--- src/rtl/assert_macros.svh ---
// assertion macros used by the encoder core
`ifndef ASSERT_MACROS_SVH
`define ASSERT_MACROS_SVH

// same-cycle implication, checked out of reset
`define CHK_NOW(label, clk, rst_n, ante, cons, msg) \
  label: assert property (@(posedge clk) disable iff (!rst_n) (ante) |-> (cons)) \
    else $error(msg);

// next-cycle implication, checked out of reset
`define CHK_NEXT(label, clk, rst_n, ante, cons, msg) \
  label: assert property (@(posedge clk) disable iff (!rst_n) (ante) |=> (cons)) \
    else $error(msg);

`endif

--- src/rtl/ooke_pkg.sv ---
// types and constants of the ook pulse train encoder
`timescale 1ns / 1ps

package ooke_pkg;

  typedef enum logic [1:0] {
    SEG_SYNC  = 2'd0,
    SEG_DATA  = 2'd1,
    SEG_PAUSE = 2'd2
  } seg_t;

  typedef enum logic {
    OP_START = 1'b0,
    OP_TICK  = 1'b1
  } opcode_t;

  typedef enum logic [2:0] {
    REG_HIGH_TIME  = 3'd0,
    REG_SYNC_LOW   = 3'd1,
    REG_ONE_LOW    = 3'd2,
    REG_ZERO_LOW   = 3'd3,
    REG_PAUSE_LOW  = 3'd4,
    REG_REPEAT_CNT = 3'd5
  } reg_idx_t;

  localparam logic [15:0] HIGH_TIME_RST  = 16'd250;
  localparam logic [15:0] SYNC_LOW_RST   = 16'd2500;
  localparam logic [15:0] ONE_LOW_RST    = 16'd1250;
  localparam logic [15:0] ZERO_LOW_RST   = 16'd250;
  localparam logic [15:0] PAUSE_LOW_RST  = 16'd10000;
  localparam logic [7:0]  REPEAT_CNT_RST = 8'd5;

  localparam int ADDR_W = 5;

endpackage

--- src/rtl/ook_pulse_train_encoder_core.sv ---
// ook pulse train encoder: start/tick beats in, one line level beat out per item
// the result beat of an accepted input beat is registered and appears in the next cycle
// throughput: one item per cycle while in_stall is low; the state update and output register close in the same cycle
// in_stall rises only while a result beat waits and out_stall holds it
// reset (rst_n low, synchronous): idle, no result pending, registers at their defaults
`timescale 1ns / 1ps
`include "assert_macros.svh"

module ook_pulse_train_encoder_core #(
  parameter int WORD_BITS = 32,
  parameter int TIME_BITS = 16
) (
  input  logic                          clk,
  input  logic                          rst_n,
  // input channel
  input  logic                          in_valid,
  output logic                          in_stall,
  input  logic                          in_opcode,
  input  logic [31:0]                   in_data_word,
  // result channel
  output logic                          out_valid,
  input  logic                          out_stall,
  output logic                          out_line_level,
  output logic                          out_busy_res,
  output logic                          out_start_rejected,
  output logic                          out_done_res,
  // configuration port
  input  logic                          psel,
  input  logic                          penable,
  input  logic                          pwrite,
  input  logic [ooke_pkg::ADDR_W-1:0]   paddr,
  input  logic [31:0]                   pwdata,
  output logic [31:0]                   prdata,
  output logic                          pready
);

  localparam int BP_W = (WORD_BITS > 1) ? $clog2(WORD_BITS) : 1;
  localparam logic [BP_W-1:0] BP_TOP = BP_W'(WORD_BITS - 1);
  localparam logic [23:0] TIME_MAX = 24'((25'd1 << TIME_BITS) - 25'd1);

  // configuration registers
  logic [15:0] high_time_r, sync_low_r, one_low_r, zero_low_r, pause_low_r;
  logic [7:0]  repeat_cnt_r;

  // encoder state
  logic [WORD_BITS-1:0] shift_word_r, shift_word_nxt;
  logic [BP_W-1:0]      bit_pos_r, bit_pos_nxt;
  ooke_pkg::seg_t       seg_r, seg_nxt;
  logic                 second_half_r, second_half_nxt;
  logic                 in_low_r, in_low_nxt;
  logic [TIME_BITS-1:0] time_left_r, time_left_nxt;
  logic [7:0]           repeats_left_r, repeats_left_nxt;
  logic                 active_r, active_nxt;

  // result register
  logic out_valid_r;
  logic level_r, busy_r, rejected_r, done_r;
  logic level_nxt, busy_nxt, rejected_nxt, done_nxt;

  logic                 in_accept;
  logic                 cfg_wr;
  logic [63:0]          data_ext;
  logic [TIME_BITS-1:0] time_dec;
  logic [TIME_BITS-1:0] low_time;
  logic                 cur_bit;

  function automatic logic [TIME_BITS-1:0] clamp_time(input logic [15:0] d);
    logic [23:0] ext;
    ext = 24'(d);
    if (d == 16'd0) begin
      return TIME_BITS'(1);
    end else if (ext > TIME_MAX) begin
      return TIME_MAX[TIME_BITS-1:0];
    end else begin
      return ext[TIME_BITS-1:0];
    end
  endfunction

  assign in_stall  = out_valid_r & out_stall;
  assign in_accept = in_valid & ~in_stall;
  assign pready    = 1'b1;
  assign cfg_wr    = psel & penable & pwrite;

  // ---------------- configuration port ----------------
  always_ff @(posedge clk) begin
    if (!rst_n) begin
      high_time_r  <= ooke_pkg::HIGH_TIME_RST;
      sync_low_r   <= ooke_pkg::SYNC_LOW_RST;
      one_low_r    <= ooke_pkg::ONE_LOW_RST;
      zero_low_r   <= ooke_pkg::ZERO_LOW_RST;
      pause_low_r  <= ooke_pkg::PAUSE_LOW_RST;
      repeat_cnt_r <= ooke_pkg::REPEAT_CNT_RST;
    end else if (cfg_wr) begin
      case (ooke_pkg::reg_idx_t'(paddr[ooke_pkg::ADDR_W-1:2]))
        ooke_pkg::REG_HIGH_TIME:  high_time_r  <= pwdata[15:0];
        ooke_pkg::REG_SYNC_LOW:   sync_low_r   <= pwdata[15:0];
        ooke_pkg::REG_ONE_LOW:    one_low_r    <= pwdata[15:0];
        ooke_pkg::REG_ZERO_LOW:   zero_low_r   <= pwdata[15:0];
        ooke_pkg::REG_PAUSE_LOW:  pause_low_r  <= pwdata[15:0];
        ooke_pkg::REG_REPEAT_CNT: repeat_cnt_r <= pwdata[7:0];
        default: ;
      endcase
    end
  end

  always_comb begin
    case (ooke_pkg::reg_idx_t'(paddr[ooke_pkg::ADDR_W-1:2]))
      ooke_pkg::REG_HIGH_TIME:  prdata = 32'(high_time_r);
      ooke_pkg::REG_SYNC_LOW:   prdata = 32'(sync_low_r);
      ooke_pkg::REG_ONE_LOW:    prdata = 32'(one_low_r);
      ooke_pkg::REG_ZERO_LOW:   prdata = 32'(zero_low_r);
      ooke_pkg::REG_PAUSE_LOW:  prdata = 32'(pause_low_r);
      ooke_pkg::REG_REPEAT_CNT: prdata = 32'(repeat_cnt_r);
      default:                  prdata = 32'd0;
    endcase
  end

  // ---------------- pulse sequencer ----------------
  assign data_ext = 64'(in_data_word);
  assign cur_bit  = shift_word_r[bit_pos_r];
  assign time_dec = (time_left_r != '0) ? time_left_r - TIME_BITS'(1) : time_left_r;

  // low time of the pulse now running, from the state before this beat
  always_comb begin
    case (seg_r)
      ooke_pkg::SEG_SYNC: low_time = clamp_time(sync_low_r);
      ooke_pkg::SEG_DATA:
        low_time = clamp_time((cur_bit ^ second_half_r) ? one_low_r : zero_low_r);
      default:            low_time = clamp_time(pause_low_r);
    endcase
  end

  always_comb begin
    shift_word_nxt   = shift_word_r;
    bit_pos_nxt      = bit_pos_r;
    seg_nxt          = seg_r;
    second_half_nxt  = second_half_r;
    in_low_nxt       = in_low_r;
    time_left_nxt    = time_left_r;
    repeats_left_nxt = repeats_left_r;
    active_nxt       = active_r;
    level_nxt        = 1'b0;
    busy_nxt         = 1'b0;
    rejected_nxt     = 1'b0;
    done_nxt         = 1'b0;

    if (in_opcode == ooke_pkg::OP_START) begin
      busy_nxt = 1'b1;
      if (active_r) begin
        rejected_nxt = 1'b1;
      end else begin
        shift_word_nxt   = data_ext[WORD_BITS-1:0];
        bit_pos_nxt      = BP_TOP;
        seg_nxt          = ooke_pkg::SEG_SYNC;
        second_half_nxt  = 1'b0;
        in_low_nxt       = 1'b0;
        time_left_nxt    = clamp_time(high_time_r);
        repeats_left_nxt = (repeat_cnt_r == 8'd0) ? 8'd1 : repeat_cnt_r;
        active_nxt       = 1'b1;
      end
    end else if (active_r) begin
      busy_nxt      = 1'b1;
      level_nxt     = ~in_low_r;
      time_left_nxt = time_dec;
      if (time_dec == '0) begin
        if (!in_low_r) begin
          in_low_nxt    = 1'b1;
          time_left_nxt = low_time;
        end else begin
          in_low_nxt    = 1'b0;
          time_left_nxt = clamp_time(high_time_r);
          case (seg_r)
            ooke_pkg::SEG_SYNC: begin
              seg_nxt         = ooke_pkg::SEG_DATA;
              bit_pos_nxt     = BP_TOP;
              second_half_nxt = 1'b0;
            end
            ooke_pkg::SEG_DATA: begin
              second_half_nxt = ~second_half_r;
              if (second_half_r) begin
                if (bit_pos_r == '0) begin
                  seg_nxt = ooke_pkg::SEG_PAUSE;
                end else begin
                  bit_pos_nxt = bit_pos_r - BP_W'(1);
                end
              end
            end
            default: begin
              // end of a frame: repeat or finish
              repeats_left_nxt = repeats_left_r - 8'd1;
              seg_nxt          = ooke_pkg::SEG_SYNC;
              if (repeats_left_r == 8'd1) begin
                active_nxt    = 1'b0;
                done_nxt      = 1'b1;
                time_left_nxt = '0;
              end
            end
          endcase
        end
      end
    end
  end

  always_ff @(posedge clk) begin
    if (!rst_n) begin
      shift_word_r   <= '0;
      bit_pos_r      <= '0;
      seg_r          <= ooke_pkg::SEG_SYNC;
      second_half_r  <= 1'b0;
      in_low_r       <= 1'b0;
      time_left_r    <= '0;
      repeats_left_r <= 8'd0;
      active_r       <= 1'b0;
    end else if (in_accept) begin
      shift_word_r   <= shift_word_nxt;
      bit_pos_r      <= bit_pos_nxt;
      seg_r          <= seg_nxt;
      second_half_r  <= second_half_nxt;
      in_low_r       <= in_low_nxt;
      time_left_r    <= time_left_nxt;
      repeats_left_r <= repeats_left_nxt;
      active_r       <= active_nxt;
    end
  end

  // ---------------- result register ----------------
  always_ff @(posedge clk) begin
    if (!rst_n) begin
      out_valid_r <= 1'b0;
    end else if (in_accept) begin
      out_valid_r <= 1'b1;
    end else if (!out_stall) begin
      out_valid_r <= 1'b0;
    end
  end

  always_ff @(posedge clk) begin
    if (in_accept) begin
      level_r    <= level_nxt;
      busy_r     <= busy_nxt;
      rejected_r <= rejected_nxt;
      done_r     <= done_nxt;
    end
  end

  assign out_valid          = out_valid_r;
  assign out_line_level     = level_r;
  assign out_busy_res       = busy_r;
  assign out_start_rejected = rejected_r;
  assign out_done_res       = done_r;

  // ---------------- assertions ----------------
  `CHK_NOW(a_done_is_low_tick, clk, rst_n, out_valid_r && done_r, busy_r && !level_r && !rejected_r, "done beat must be a busy low tick")
  `CHK_NEXT(a_done_goes_idle, clk, rst_n, in_accept && done_nxt, !active_r, "encoder still active after done")
  `CHK_NOW(a_idle_clean, clk, rst_n, !active_r, time_left_r == '0 && !in_low_r, "idle state carries a pending pulse")
  `CHK_NEXT(a_start_loads, clk, rst_n, in_accept && in_opcode == ooke_pkg::OP_START && !active_r, active_r && repeats_left_r != 8'd0 && time_left_r != '0, "start did not load a frame")

endmodule

--- config.mk ---
export PLATFORM = sky130hd
export DESIGN_NAME = ook_pulse_train_encoder_core
export DESIGN_NICKNAME = d
export VERILOG_FILES = /design/src/rtl/ooke_pkg.sv /design/src/rtl/ook_pulse_train_encoder_core.sv
export VERILOG_INCLUDE_DIRS = /design/src /design/src/rtl
export SDC_FILE = /design/constraint.sdc
export NUM_CORES = 1
export LEC_CHECK = 0
export BUFFER_PORTS_ARGS = -buffer_cell sky130_fd_sc_hd__buf_4
export CAP_MARGIN = 15
export CORE_ASPECT_RATIO = 2
export CORE_MARGIN = 4
export CORE_UTILIZATION = 32
export CTS_CLUSTER_DIAMETER = 30
export DETAILED_ROUTE_END_ITERATION = 7
export PLACE_DENSITY_LB_ADDON = 0.05
export SETUP_SLACK_MARGIN = 0.5
export SLEW_MARGIN = 20
export SYNTH_ARGS = -nofsm -noshare
export SYNTH_HDL_FRONTEND = slang
export SYNTH_SLANG_ARGS = --single-unit
--- constraint.sdc ---
create_clock -name clk -period 3.05 [get_ports clk]
set_input_delay 0.305 -clock clk [delete_from_list [all_inputs] [get_ports clk]]
set_output_delay 0.305 -clock clk [all_outputs]
set_load 0.005 [all_outputs]
After elaboration in Yosys (flattened, before gate mapping) --
Cells that the tools add are included.
Cells by class: order comparisons 1, equality and inequality tests 17, muxes and demuxes 60, add/sub/neg operators 3, reduce and logical (&&, ||, !) cells 26, bitwise operators 11
Operators by type and width (number):
- 2-to-1 mux 16 bit | 13
- one-hot mux 16 bit (6 select lines) | 1
- zero test 16 bit | 5
- 2-to-1 mux 8 bit | 7
- 2-to-1 mux 5 bit | 7
- one-hot mux 16 bit (2 select lines) | 1
- 2-to-1 mux 1 bit | 20
- nonzero test 16 bit | 1
- subtractor 16 x 1 -> 16 bit, second input constant | 1
- 2-to-1 mux 2 bit | 7
- AND reduction 2 bit | 7
- AND reduction 6 bit | 2
- one-hot mux 5 bit (2 select lines) | 1
- inequality test 3 bit, second input constant | 3
- == test 8 x 1 -> 1 bit, second input constant | 1
- zero test 8 bit | 1
- AND reduction 8 bit | 1
- subtractor 8 x 1 -> 8 bit, second input constant | 1
- AND reduction 7 bit | 1
- == test 3 x 2 -> 1 bit, second input constant | 2
- == test 3 bit, second input constant | 2
- less-than comparator 5 x 6 -> 1 bit, second input constant | 1
- inequality test 2 x 1 -> 1 bit, second input constant | 3
- inequality test 2 bit, second input constant | 3
- 17 further kinds | 26
Word-level totals: output and inout bits 39, flip-flop bits (word level) 159, input port bits 77, logic and storage cells 137

Longest topological paths before layout --
depth after elaboration 11, gate-level depth with buffers 12, mapped depth without buffers 10

Worst setup path before layout --
OpenSTA, ideal clock, no wires.
kind reg-to-reg, start register time_left_r[0], end register time_left_r[6], period minus slack after synthesis 2.770 ns, setup slack 0.280 ns, stages on the path, launching flop included 13, path buffers 2, setup time 0.122 ns, arrival 2.648 ns, path through dfxtp_1 > inv_1 > ha_1 > clkbuf_1 > nand2b_1 > a21oi_1 > o21bai_1 > a2111oi_1 > nand3b_1 > buf_2 > a2111oi_0 > o31a_1 > nor3_1
On the way: longest elaborated chain between the ends 6
RTL lines:
- from (decl) | line ook_pulse_train_encoder_core.sv:51 | logic [TIME_BITS-1:0] time_left_r, time_left_nxt;
- from (signal assigned) | line ook_pulse_train_encoder_core.sv:220 | time_left_r <= time_left_nxt;
- subtractor 16 x 1 -> 16 bit / nonzero test 16 bit (equally long branches) | line ook_pulse_train_encoder_core.sv:121 | assign time_dec = (time_left_r != '0) ? time_left_r - TIME_BITS'(1) : time_left_r;
- 2-to-1 mux 16 bit (*) | line ook_pulse_train_encoder_core.sv:121
- zero test 16 bit | line ook_pulse_train_encoder_core.sv:165 | if (time_dec == '0) begin
- 2-to-1 mux 16 bit (*) | line ook_pulse_train_encoder_core.sv:165
- 2-to-1 mux 16 bit (*) | line ook_pulse_train_encoder_core.sv:161 | end else if (active_r) begin
- 2-to-1 mux 16 bit (*) | line ook_pulse_train_encoder_core.sv:147 | if (in_opcode == ooke_pkg::OP_START) begin
Every way passes the cells marked *; elsewhere a longest branch is shown, timed or not. The select of a mux whose other input is x is not followed. A chain may end at the register's enable or synchronous reset.

Final worst setup path --
start register bit_pos_r[1], end register time_left_r[9]
On the way: longest elaborated chain between the ends 11
RTL lines:
- from (decl) | line ook_pulse_train_encoder_core.sv:47 | logic [BP_W-1:0] bit_pos_r, bit_pos_nxt;
- from (signal assigned) | line ook_pulse_train_encoder_core.sv:216 | bit_pos_r <= bit_pos_nxt;
- binary-select mux 1 bit (select 5 bit) (*) | line ook_pulse_train_encoder_core.sv:120 | assign cur_bit = shift_word_r[bit_pos_r];
- 2-to-1 mux 1 bit (implied by the code) (*) | line ook_pulse_train_encoder_core.sv:120
- XOR 1 bit (*) | line ook_pulse_train_encoder_core.sv:128 | low_time = clamp_time((cur_bit ^ second_half_r) ? one_low_r : zero_low_r);
- 2-to-1 mux 16 bit (*) | line ook_pulse_train_encoder_core.sv:128
- zero test 16 bit | line ook_pulse_train_encoder_core.sv:70 | if (d == 16'd0) begin
- 2-to-1 mux 16 bit (*) | line ook_pulse_train_encoder_core.sv:70
- one-hot mux 16 bit (2 select lines) (*) | line ook_pulse_train_encoder_core.sv:125 | case (seg_r)
- 2-to-1 mux 16 bit (*) | line ook_pulse_train_encoder_core.sv:166 | if (!in_low_r) begin
- 2-to-1 mux 16 bit (*) | line ook_pulse_train_encoder_core.sv:165
- 2-to-1 mux 16 bit (*) | line ook_pulse_train_encoder_core.sv:161
- 2-to-1 mux 16 bit (*) | line ook_pulse_train_encoder_core.sv:147
Marked as above.

==> summary.txt <==
Status
  • Status: complete, no violations

Synth
  • Warnings, synthesis: 0
  • Seq cells post-synth: 159
  • Asr flop ratio synth: 0
  • Seq/Total Area, Yosys: 0.362
  • Syn Area/Cell: 7.69 um^2
  • Number of synthesized flops with an enable pin: 4
  • Synth Instances: 1156
  • Primary FF master, synth: dfxtp_1
  • Mapped Area: 8890 um^2
  • Distinct cells, synth: 79

Power and ir drop
  • Psw: 1.67 mW
  • Clock power frac: 0.403
  • Leak pwr: 4.30 nW
  • VDD IR max: 0.342 mV
  • Reg power frac: 0.388
  • Pint: 4.11 mW
  • Final Total Pwr: 5.78 mW
  • Comb pwr share: 0.209
  • Pwr dens: 520 nW/um^2
  • Net Sw Frac: 0.289

Timing
  • Final Hold Vio Count: 0
  • Worst relative slew slack: 0.401
  • Layout Skew: 0.00651 ns
  • Final Max Tran Viols: 0
  • Final setup fails: 0
  • Setup TNS: 0 ns
  • RSZ-0062 raised after global routing: true
  • Worst-Margin Slew: 0.898 ns
  • Final period util: 0.889
  • Crit path time final: 2.71 ns
  • Peak Freq: 369 MHz

Die
  • Starting Density: 0.324
  • Io pins: 116
  • Chip Width: 126 um
  • Cell row count: 86
  • Die Ht: 244 um
  • Core area: 27400 um^2
  • Die area: 30700 um^2

Setup path
  • Reg-to-reg endpoint: time_left_r[9]
  • Crit-path max FO: 7
  • Worst R2R Start: bit_pos_r[1]
  • Worst R2R Path Depth: 10
  • Worst setup path start: bit_pos_r[1]
  • Worst setup EP type: flop
  • WP data required: 3.39 ns
  • Critical Setup Path Class: flop to flop
  • Crit start category: flop
  • Worst Path Arrival: 3.06 ns
  • CP endpoint: time_left_r[9]
  • R2R Setup Slk: 0.34 ns

Clocking
  • CTS Sinks: 159
  • Worst-Skew Late Latency: 0.44 ns
  • Htree depth: 4
  • CTS Root Cell: clkbuf_16
  • Reg clk slew, reported paths: 0.07 ns
  • CTS Buf Count: 17
  • Max clock buf depth: 2
  • CTS tree: yes

Route
  • Via count: 8737
  • Antenna-violating nets left: 0
  • DR vias/cell: 5.42
  • First-pass DRT Iterations: 5
  • Wire length per cell: 21.7 um
  • # DRC: 0
  • DRT Wirelength: 34900 um
  • DRT iter0 DRCs: 525

Layout
  • P&R area growth vs syn: 25.0%
  • Ant diodes: 0
  • Fraction of layout instances using a drive strength above 1: 0.220
  • Core Util, Final: 0.405
  • # nets final: 1334

GRT
  • Initial antenna violation count: 0
  • First-pass GRT wire length: 53000 um
  • Largest net degree at the start of global routing: 71
  • Met2 global-route usage: 0.412
  • Met3 Use GR: 0.0373
  • Vias in the first global route: 8554
  • Met1 global-route usage: 0.257
  • Grt total ovfl: 0
  • GR peak layer: met2
  • GRT Total Usage: 0.226

Placement
  • Gp weighted congestion: 0.847
  • PortBufs: 80
  • Dpl hpwl: 25500 um

Run
  • Max_cap viols: 0

Hold path
  • HP Start: in_valid
  • Worst Hold Class: primary input to flop
cells in the final DEF, fill, tap and decap left out, drive strengths merged, types with 7 or more instances in the layout:
cell    instances
nand2         264
buf           158
dfxtp         155
a21oi         144
nor2           75
nand3          48
mux2i          44
o21ai          34
nor4           26
inv            24
nor3           21
clkbuf         20
a22oi          19
conb           17
nand2b         14
o22ai          14
mux2           13
mux4           11
nand4          10
ha             10
or3             9
a31oi           8
o211ai          7
o311a           7
a211oi          7
per-stage QoR:
stage | hold WS (ns) | cell area [um^2] | instances | setup slack, ns
floorplan | 0.429 | 8970 | 1171 | 0.508
global placement | 0.442 | 9960 | 1553 | 0.0824
detailed placement | 0.445 | 9960 | 1553 | 0.0714
CTS | 0.0697 | 10900 | 1605 | 0.308
global route | 0.0870 | 11100 | 1612 | 0.249
finish | 0.0898 | 11100 | 1612 | 0.338
worst max-delay path, cell delays in order (launching register included):
cell and delay [ns]:
dfxtp_2 0.33, buf_6 0.14, mux4_2 0.33, mux2i_1 0.07, o211a_1 0.28, or3_4 0.36, and3b_4 0.20, or2_4 0.29
buf_6 0.15, o31a_1 0.27, o41ai_2 0.20
layout make-up:
cell class / instances / area [um^2]
fillers: 2927 / 16300
multi-input cells: 887 / 5410
flip-flops and latches: 159 / 3240
repair buffers: 159 / 1310
clock buffers: 20 / 447
well taps: 352 / 440
clock inverters: 12 / 184
inverters: 23 / 92.6
cells by family (layout without fill, tap and decap cells):
group                    Yosys count  in the layout  synth area share
XOR/XNOR                           4              4           0.00394
AO/OA/AOI/OAI                    296            296             0.214
multiplexers                      68             68            0.0959
buffers and inverters            125            214            0.0637
adder cells (fa/ha/maj)           10             10            0.0141
other                              2             17          0.000844
flip-flops                       159            159             0.362
AND/OR/NAND/NOR                  492            492             0.246
flip-flops by register name, indices dropped and copies added (netlist names), 2 cells and up:
name            count
seg_r               2
bit_pos_r           5
time_left_r        16
zero_low_r         16
high_time_r        16
one_low_r          16
shift_word_r       32
repeat_cnt_r        8
repeats_left_r      8
sync_low_r         16
pause_low_r        16
synth_stat cells, types with 5 or more instances:
cell	n	area, um^2
a21oi_1	144	721
a22oi_1	19	143
a31oi_1	8	50.1
buf_1	11	41.3
buf_4	19	143
clkbuf_1	66	248
dfxtp_1	155	3100
ha_1	10	125
inv_1	23	86.3
mux2_2	13	146
mux2i_1	44	440
mux4_1	5	131
mux4_2	6	135
nand2_1	264	991
nand2b_1	14	87.6
nand3_1	48	240
nand4_1	10	62.6
nor2_1	75	282
nor2b_1	5	31.3
nor3_1	20	100
nor4_1	25	156
o211ai_1	7	52.6
o21ai_0	34	170
o221ai_1	5	43.8
o22ai_1	13	81.3
o311a_1	7	70.1
or3_1	8	50.1
power by group through the flow:
stage | registers, mW | clock network, mW | logic, mW
finish | 2.24 | 2.33 | 1.21
CTS | 2.24 | 2.38 | 1.16
global placement | 2.28 | 0 | 1.02
floorplan | 2.25 | 0 | 0.668
global route | 2.25 | 2.46 | 1.32
detailed placement | 2.28 | 0 | 1.03
worst min path at each step:
stage | end | slack [ns] | depth (start not counted)
after floorplan | out_valid | 0.43 | 1
after global placement | shift_word_r[25] | 0.44 | 2
after detailed placement | shift_word_r[26] | 0.44 | 2
after CTS | out_valid | 0.07 | 2
after global routing | shift_word_r[2] | 0.09 | 3
final | out_valid | 0.09 | 2
routing by layer:
| layer | part of all wire | vias to the layer above |
|---|---|---|
| met5 | 0 | - |
| met4 | 0.038 | 0 |
| met3 | 0.028 | 57 |
| met2 | 0.54 | 180 |
| met1 | 0.40 | 4226 |
| li1 | - | 4274 |
repair_timing:
action                                  4_1_cts  5_1_grt
resized for setup                            49       32
pin swaps                                    29       19
hold buffers                                  0        0
gates cloned                                  1        0
endpoints found under the setup margin       35       32
setup buffers                                19        7
Power figures use the tool's default switching activity.
